<file path="src/box_q_intersection_macros.svh">
// Assertion macros for the box q-intersection block.
`ifndef BOX_Q_INTERSECTION_MACROS_SVH
`define BOX_Q_INTERSECTION_MACROS_SVH
`ifndef ASSERT_OFF
// Checked while out of reset.
`define BQI_ASSERT(label, prop) \
    label: assert property (@(posedge clk) disable iff (!rst_n) prop) \
        else $error("assertion failed");
// Checked at every edge, reset included.
`define BQI_ASSERT_ALWAYS(label, prop) \
    label: assert property (@(posedge clk) prop) else $error("assertion failed");
`else
`define BQI_ASSERT(label, prop)
`define BQI_ASSERT_ALWAYS(label, prop)
`endif
`endif

</file>
<file path="src/bqi_pkg.sv">
package bqi_pkg;

    typedef enum logic [2:0] {
        S_IDLE,
        S_CAND,
        S_LATCH,
        S_SCAN,
        S_EVAL,
        S_UPD,
        S_DIMEND,
        S_EMIT
    } state_t;

    localparam logic CFG_MIN_OVERLAP = 1'b0;
    localparam logic CFG_DIM_COUNT   = 1'b1;

    localparam int RES_N = 16;

    typedef struct packed {
        logic       wr_en;
        logic       wr_drop;
        logic       cand_latch;
        logic       scan_rd;
        logic       eval;
        logic       clear_best;
        logic       store_res;
        logic       emit;
        logic       fail;
        logic       ovf;
        logic       last;
        logic [6:0] q;
        logic [3:0] dim;
    } cmd_t;

    typedef struct packed {
        logic reversed;
        logic cand_drop;
        logic found_l;
        logic found_u;
    } status_t;

endpackage

</file>
<file path="src/bqi_ctrl.sv">
`include "box_q_intersection_macros.svh"

module bqi_ctrl #(
    parameter int MAX_BOXES = 64,
    parameter int MAX_DIMS  = 16
) (
    input  logic                  clk,
    input  logic                  rst_n,
    input  logic                  start,
    output logic                  busy,
    input  logic                  comp_empty,
    input  logic                  final_item,
    input  logic                  cfg_we,
    input  logic                  cfg_index,
    input  logic [6:0]            cfg_data,
    input  bqi_pkg::status_t      status,
    output bqi_pkg::cmd_t         cmd,
    output logic [(MAX_BOXES > 1 ? $clog2(MAX_BOXES) : 1)-1:0] wr_box,
    output logic [(MAX_DIMS > 1 ? $clog2(MAX_DIMS) : 1)-1:0]   wr_dim,
    output logic [(MAX_BOXES > 1 ? $clog2(MAX_BOXES) : 1)-1:0] rd_box,
    output logic [(MAX_DIMS > 1 ? $clog2(MAX_DIMS) : 1)-1:0]   rd_dim
);

    localparam int BW      = MAX_BOXES > 1 ? $clog2(MAX_BOXES) : 1;
    localparam int DW      = MAX_DIMS > 1 ? $clog2(MAX_DIMS) : 1;
    localparam int BCW     = $clog2(MAX_BOXES + 1);
    localparam int DIM_CAP = MAX_DIMS < bqi_pkg::RES_N ? MAX_DIMS : bqi_pkg::RES_N;

    bqi_pkg::state_t state_reg, state_next;

    logic [6:0]     min_overlap_reg;
    logic [4:0]     dim_count_reg;
    logic [4:0]     item_cnt_reg, item_cnt_next;
    logic [BCW-1:0] box_cnt_reg, box_cnt_next;
    logic           ovf_reg, ovf_next;
    logic           cur_drop_reg, cur_drop_next;
    logic           fail_reg, fail_next;
    logic [BW-1:0]  j_reg, j_next;
    logic [BW-1:0]  k_reg, k_next;
    logic [3:0]     d_reg, d_next;

    logic [4:0]     dc;
    logic [4:0]     ic1;
    logic [4:0]     ic2;
    logic [BCW-1:0] bc1;
    logic [BCW-1:0] bc2;
    logic           emp;
    logic           drop_val;
    logic           j_last;
    logic           k_last;
    logic           d_last;

    always_comb
    begin
        dc = dim_count_reg;
        if (dc == 5'd0)
        begin
            dc = 5'd1;
        end
        if (dc > 5'(DIM_CAP))
        begin
            dc = 5'(DIM_CAP);
        end
    end

    always_ff @(posedge clk or negedge rst_n)
    begin
        if (!rst_n)
        begin
            min_overlap_reg <= 7'd1;
            dim_count_reg   <= 5'd1;
        end
        else if (cfg_we)
        begin
            unique case (cfg_index)
                bqi_pkg::CFG_MIN_OVERLAP: min_overlap_reg <= cfg_data;
                bqi_pkg::CFG_DIM_COUNT:   dim_count_reg   <= cfg_data[4:0];
                default:                  ;
            endcase
        end
    end

    // load path: close a box first if dim_count was lowered, store, then close on fill
    always_comb
    begin
        emp = comp_empty | status.reversed;
        ic1 = item_cnt_reg;
        bc1 = box_cnt_reg;
        if (ic1 >= dc)
        begin
            ic1 = 5'd0;
            if (bc1 < BCW'(MAX_BOXES))
            begin
                bc1 = bc1 + BCW'(1);
            end
        end
        drop_val = (ic1 == 5'd0) ? emp : (cur_drop_reg | emp);
        ic2 = ic1 + 5'd1;
        bc2 = bc1;
        if (ic2 >= dc)
        begin
            ic2 = 5'd0;
            if (bc2 < BCW'(MAX_BOXES))
            begin
                bc2 = bc2 + BCW'(1);
            end
        end
    end

    assign j_last = (BCW'(j_reg) + BCW'(1)) >= box_cnt_reg;
    assign k_last = (BCW'(k_reg) + BCW'(1)) >= box_cnt_reg;
    assign d_last = ({1'b0, d_reg} + 5'd1) == dc;

    assign wr_box = BW'(bc1);
    assign wr_dim = DW'(ic1);
    assign rd_dim = DW'(d_reg);

    always_comb
    begin
        state_next    = state_reg;
        item_cnt_next = item_cnt_reg;
        box_cnt_next  = box_cnt_reg;
        ovf_next      = ovf_reg;
        cur_drop_next = cur_drop_reg;
        fail_next     = fail_reg;
        j_next        = j_reg;
        k_next        = k_reg;
        d_next        = d_reg;
        cmd           = '0;
        cmd.q         = (min_overlap_reg == 7'd0) ? 7'd1 : min_overlap_reg;
        cmd.dim       = d_reg;
        cmd.fail      = fail_reg;
        cmd.ovf       = ovf_reg;
        cmd.last      = d_last;
        cmd.wr_drop   = drop_val;
        rd_box        = j_reg;
        busy          = 1'b1;

        unique case (state_reg)
            bqi_pkg::S_IDLE:
            begin
                busy = 1'b0;
                if (start)
                begin
                    if (bc1 < BCW'(MAX_BOXES))
                    begin
                        cmd.wr_en     = 1'b1;
                        cur_drop_next = drop_val;
                    end
                    else
                    begin
                        ovf_next = 1'b1;
                    end
                    item_cnt_next = ic2;
                    box_cnt_next  = bc2;
                    if (final_item)
                    begin
                        item_cnt_next  = 5'd0;
                        cmd.clear_best = 1'b1;
                        d_next         = 4'd0;
                        j_next         = '0;
                        if (bc2 == '0)
                        begin
                            fail_next  = 1'b1;
                            state_next = bqi_pkg::S_EMIT;
                        end
                        else
                        begin
                            state_next = bqi_pkg::S_CAND;
                        end
                    end
                end
            end
            bqi_pkg::S_CAND:
            begin
                state_next = bqi_pkg::S_LATCH;
            end
            bqi_pkg::S_LATCH:
            begin
                cmd.cand_latch = 1'b1;
                if (status.cand_drop)
                begin
                    if (j_last)
                    begin
                        state_next = bqi_pkg::S_DIMEND;
                    end
                    else
                    begin
                        j_next     = j_reg + BW'(1);
                        state_next = bqi_pkg::S_CAND;
                    end
                end
                else
                begin
                    k_next     = '0;
                    state_next = bqi_pkg::S_SCAN;
                end
            end
            bqi_pkg::S_SCAN:
            begin
                rd_box      = k_reg;
                cmd.scan_rd = 1'b1;
                if (k_last)
                begin
                    state_next = bqi_pkg::S_EVAL;
                end
                else
                begin
                    k_next = k_reg + BW'(1);
                end
            end
            bqi_pkg::S_EVAL:
            begin
                state_next = bqi_pkg::S_UPD;
            end
            bqi_pkg::S_UPD:
            begin
                cmd.eval = 1'b1;
                if (j_last)
                begin
                    state_next = bqi_pkg::S_DIMEND;
                end
                else
                begin
                    j_next     = j_reg + BW'(1);
                    state_next = bqi_pkg::S_CAND;
                end
            end
            bqi_pkg::S_DIMEND:
            begin
                if (!(status.found_l && status.found_u))
                begin
                    fail_next  = 1'b1;
                    d_next     = 4'd0;
                    state_next = bqi_pkg::S_EMIT;
                end
                else
                begin
                    cmd.store_res = 1'b1;
                    if (d_last)
                    begin
                        d_next     = 4'd0;
                        state_next = bqi_pkg::S_EMIT;
                    end
                    else
                    begin
                        d_next         = d_reg + 4'd1;
                        j_next         = '0;
                        cmd.clear_best = 1'b1;
                        state_next     = bqi_pkg::S_CAND;
                    end
                end
            end
            bqi_pkg::S_EMIT:
            begin
                cmd.emit = 1'b1;
                if (d_last)
                begin
                    box_cnt_next = '0;
                    ovf_next     = 1'b0;
                    fail_next    = 1'b0;
                    d_next       = 4'd0;
                    state_next   = bqi_pkg::S_IDLE;
                end
                else
                begin
                    d_next = d_reg + 4'd1;
                end
            end
            default:
            begin
                state_next = bqi_pkg::S_IDLE;
            end
        endcase
    end

    always_ff @(posedge clk or negedge rst_n)
    begin
        if (!rst_n)
        begin
            state_reg    <= bqi_pkg::S_IDLE;
            item_cnt_reg <= '0;
            box_cnt_reg  <= '0;
            ovf_reg      <= 1'b0;
            cur_drop_reg <= 1'b0;
            fail_reg     <= 1'b0;
            j_reg        <= '0;
            k_reg        <= '0;
            d_reg        <= '0;
        end
        else
        begin
            state_reg    <= state_next;
            item_cnt_reg <= item_cnt_next;
            box_cnt_reg  <= box_cnt_next;
            ovf_reg      <= ovf_next;
            cur_drop_reg <= cur_drop_next;
            fail_reg     <= fail_next;
            j_reg        <= j_next;
            k_reg        <= k_next;
            d_reg        <= d_next;
        end
    end

    `BQI_ASSERT(a_final_starts_work, (state_reg == bqi_pkg::S_IDLE && start && final_item) |=> busy)
    `BQI_ASSERT(a_emit_in_range, (state_reg == bqi_pkg::S_EMIT) |-> ({1'b0, d_reg} < dc))
    `BQI_ASSERT(a_scan_in_range, (state_reg == bqi_pkg::S_SCAN) |-> (BCW'(k_reg) < box_cnt_reg))
    `BQI_ASSERT_ALWAYS(a_box_cap, box_cnt_reg <= BCW'(MAX_BOXES))

endmodule

</file>
<file path="config.mk">
export PLATFORM = sky130hd
export DESIGN_NAME = bqi_ctrl
export DESIGN_NICKNAME = d
export VERILOG_FILES = /design/src/bqi_pkg.sv /design/src/bqi_ctrl.sv
export VERILOG_INCLUDE_DIRS = /design/src /design/src/src
export SDC_FILE = /design/constraint.sdc
export NUM_CORES = 1
export LEC_CHECK = 0
export BUFFER_PORTS_ARGS = -buffer_cell sky130_fd_sc_hd__buf_2
export CAP_MARGIN = 40
export CORE_UTILIZATION = 40
export CTS_CLUSTER_SIZE = 40
export DETAILED_ROUTE_END_ITERATION = 16
export PLACE_DENSITY = 0.72
export SLEW_MARGIN = 20
export SYNTH_ARGS = -nofsm -noshare
export SYNTH_HDL_FRONTEND = slang
export SYNTH_SLANG_ARGS = --single-unit
</file>
<file path="constraint.sdc">
create_clock -name clk -period 5.5 [get_ports clk]
set_clock_uncertainty 0.15 [all_clocks]
set_input_delay 0.825 -clock clk [delete_from_list [all_inputs] [get_ports clk]]
set_output_delay 0.825 -clock clk [all_outputs]
set_load 0.005 [all_outputs]
</file>
==> impl_metrics.yaml <==
finish:
  multiInputGateArea_um2: 2262
  num-nets-final: 517
  sequential_cell_area_um2: 1154
  fillers: 881
  drive_gt1_share_pct: 22.17
  area_growth_pct: 12.24
  count_of_inserted_antenna_diode_cells: 0
cts:
  post_cts_buffers: 0
  insertion_delay_ns: 0.30
  cts_tree: "done"
  clockRootBuffer: "sky130_fd_sc_hd__clkbuf_8"
  clockBufferDepth: 2
  cts.reportedPaths.clkPinSlew_ns: 0.10
  cts_htree_levels: 2
  cts-hold-fix-buffers: 0
  numCtsBuffers: 5
  post_cts_resized: 0
  number_of_sinks_driven_by_the_clock_tree: 46
placed_design:
  globalplace.congestion: 0.9418
  place.detailed.hpwl_mm: 6.716
  io_buffers: 60
  place_worst_setup_slack_ns: 0.6118
sta:
  max_slew_margin_pct: 62.43
  slew_viol_final: 0
  fin_worst_hold_slack_ns: 0.2778
  worst_pin_slew_ns: 0.5593
  fmaxAchievable_mhz: 203.1
  timing.final.hold_violations: 0
  setup_repair_after_global_routing_missed_its_margin: "no"
  layout_min_cycle_time_ns: 4.923
  final.setup.tns_ns: 0
  setup-violations-final: 0
  fin_ws_ns: 0.5768
  post-route-period-util_pct: 89.51
floorplanning:
  chipWidth_um: 97.39
  initial_core_util_pct: 41.53
  row_count: 34
  die_area_um2: 9485
  die-height_um: 97.39
  core_area_um2: 8763
  io_pins: 61
detailed_routing:
  average_wire_length_per_cell_after_detail_routing_um: 14.68
  drtIter0Drc: 169
  route.final.wire_length_mm: 8.470
  postRouteAntennaNets: 0
  viasPerCell: 5.532
  drt_drc_violations_left: 0
  dr.pass1.iters: 5
  total_number_of_vias: 3192
synthesis:
  synth_area_leader_cell: "sky130_fd_sc_hd__dfrtp_1"
  synth.lib_cells_used.distinct: 64
  asyncSetResetFlopFracSynth_pct: 100.0
  synth-seq-cells: 46
  yosys.cell_count.top_type: "sky130_fd_sc_hd__nand2_1"
  synth_enable_flop_cells: 0
  yosys_warnings: 0
  synth.cell_area_um2: 3640
  synth.net_count: 473
  ys_top_cells_by_area: "sky130_fd_sc_hd__dfrtp_1 30%, sky130_fd_sc_hd__ha_1 11%, sky130_fd_sc_hd__nand2_1 6.2%"
  dominantRegCellSynth: "sky130_fd_sc_hd__dfrtp_1"
  yosys-top-cells-count: "60 x sky130_fd_sc_hd__nand2_1, 44 x sky130_fd_sc_hd__dfrtp_1, 31 x sky130_fd_sc_hd__ha_1"
  synth_sequential_area_ratio_pct: 31.69
  synthDominantCellAreaShare_pct: 30.25
  synth_area_per_inst_um2: 8.584
  synthesis.instances: 424
global_route:
  grt_remaining_overflow: 0
  first_global_vias: 2991
  grt.total_usage_pct: 18.02
  grt_max_degree: 32
  grt_first_pass_wirelength_mm: 14.17
  grt_antenna_before_repair: 0
pwr:
  p_int_mw: 1.109
  irDropWorstVdd_v: 0.0002105
  switching_power_uw: 954.1
  power-per-cell-area_nw_per_um2: 505.0
  pwr-share-comb_pct: 58.3
  total_leakage_power_nw: 1.941
  power.sequential.fraction_pct: 28.9
  clock_power_share_pct: 12.8
  sw_frac_of_total_pct: 46.25
hold_path:
  timing.hold.worst.class: "primary input to async pin"
critical_path:
  crit_type: "flip-flop to flip-flop"
  path_max_fanout: 9
  timing.critical_path.buf_inv: 2
  crit_arrival_ns: 4.95
  path_cells: "nor3_1, o21ai_0, inv_1, ha_1, nor2b_1, o21ai_4, a21boi_2, nand2_1, inv_1, ha_1, nand3_1, xor2_1, nor2_1, ha_1, nand2_1, o21ai_0, o2111a_1, a31oi_1, a211o_1, a41oi_1, o31ai_1"
  cp_top_family: "compound AO/OA/AOI/OAI gates"
  critical_path.most_common_cell: "sky130_fd_sc_hd__ha_1"
  crit_required_ns: 5.53
  worstSetupStartpointType: "flip-flop"
  crit_path_max_incr_delay_ns: 0.43
  crit_path_end_kind: "flip-flop"
  crit_slowest_cell: "sky130_fd_sc_hd__dfrtp_1"
outcome:
  outcome: "complete, no violations"
flow_run:
  max_cap_viol_count: 0
==> final cells by class <==
cell class | count | area share (%)
Multi-Input combinational cell | 329 | 55.38
Sequential cell | 46 | 28.24
Timing Repair Buffer | 63 | 8.208
Tap cell | 108 | 3.308
Inverter | 23 | 2.113
Clock buffer | 5 | 1.685
Clock inverter | 3 | 1.072
==> worst register-to-register path: cells and delay by family, from the launching register on <==
family | cells | cell delay [ns]
simple gates | 6 | 0.63
flops | 1 | 0.43
compound gates | 9 | 2.42
fa+ha+maj | 3 | 0.79
xor+xnor | 1 | 0.14
buf+inv | 2 | 0.25
==> cells in the final DEF (no fill, tap or decap), types with 6 or more instances in the layout <==
cell type,count
sky130_fd_sc_hd__xnor2_1,13
sky130_fd_sc_hd__nand2b_1,9
sky130_fd_sc_hd__ha_1,31
sky130_fd_sc_hd__buf_2,60
sky130_fd_sc_hd__inv_1,23
sky130_fd_sc_hd__xor2_1,6
sky130_fd_sc_hd__o21ai_0,21
sky130_fd_sc_hd__nand2_1,60
sky130_fd_sc_hd__nand3_1,16
sky130_fd_sc_hd__dfrtp_1,44
sky130_fd_sc_hd__and2_1,8
sky130_fd_sc_hd__mux2_2,17
sky130_fd_sc_hd__nor2_1,30
sky130_fd_sc_hd__a21oi_1,21
sky130_fd_sc_hd__o22ai_1,6
sky130_fd_sc_hd__a21o_1,7
sky130_fd_sc_hd__nor3_1,15
==> kinds of logic after synthesis <==
kind of cell    count (synthesis)  synth area share, %
flops                          46                31.69
simple gates                  159                21.18
xor+xnor                       21                5.672
buf+inv                        49                6.153
compound gates                 97                18.29
fa+ha+maj                      31                10.66
mux                            21                6.360
==> metrics by stage <==
step,power [mW],utilization [%],cell area [µm²],std cells
global placement,1.748,45.02,3945,567
detailed placement,1.796,45.33,3973,569
global route,2.263,46.62,4085,577
finish,2.063,46.62,4085,577
CTS,2.064,46.62,4085,577
floorplan,1.499,-,3640,424
==> final timing paths <==
path	from	endpoint	slack, ns	cells past startpoint
worst max-delay path	dim_count_reg[2]$_DFFE_PN0P_	state_reg[2]$_DFFE_PN0P_	0.58	21
worst min-delay path	rst_n	min_overlap_reg[3]$_DFFE_PN0P_	0.28	1
worst max register to register	dim_count_reg[2]$_DFFE_PN0P_	state_reg[2]$_DFFE_PN0P_	0.58	21
worst min register to register	cur_drop_reg$_DFFE_PN0P_	cur_drop_reg$_DFFE_PN0P_	0.37	1
max in group asynchronous	rst_n	dim_count_reg[0]$_DFFE_PN1P_	4.37	2
min in group clk	cur_drop_reg$_DFFE_PN0P_	cur_drop_reg$_DFFE_PN0P_	0.37	1
==> power by group through the flow <==
stage	Combinational (mW)	Clock [mW]	Sequential, mW
6_report	1.20	0.264	0.596
3_3_place_gp	1.15	0	0.597
2_1_floorplan	0.958	0	0.541
3_5_place_dp	1.19	0	0.602
5_1_grt	1.36	0.285	0.617
4_1_cts	1.20	0.270	0.595
==> layer usage <==
metal  part of all wire [%]  up-vias  GRT usage (%)
met5                      0        -              0
met4                    1.7        0          5.656
met3                    5.2       13          2.518
met2                     46       98          28.51
met1                     47     1499          25.41
li1                       -     1582              -
Power figures use the tool's default switching activity.
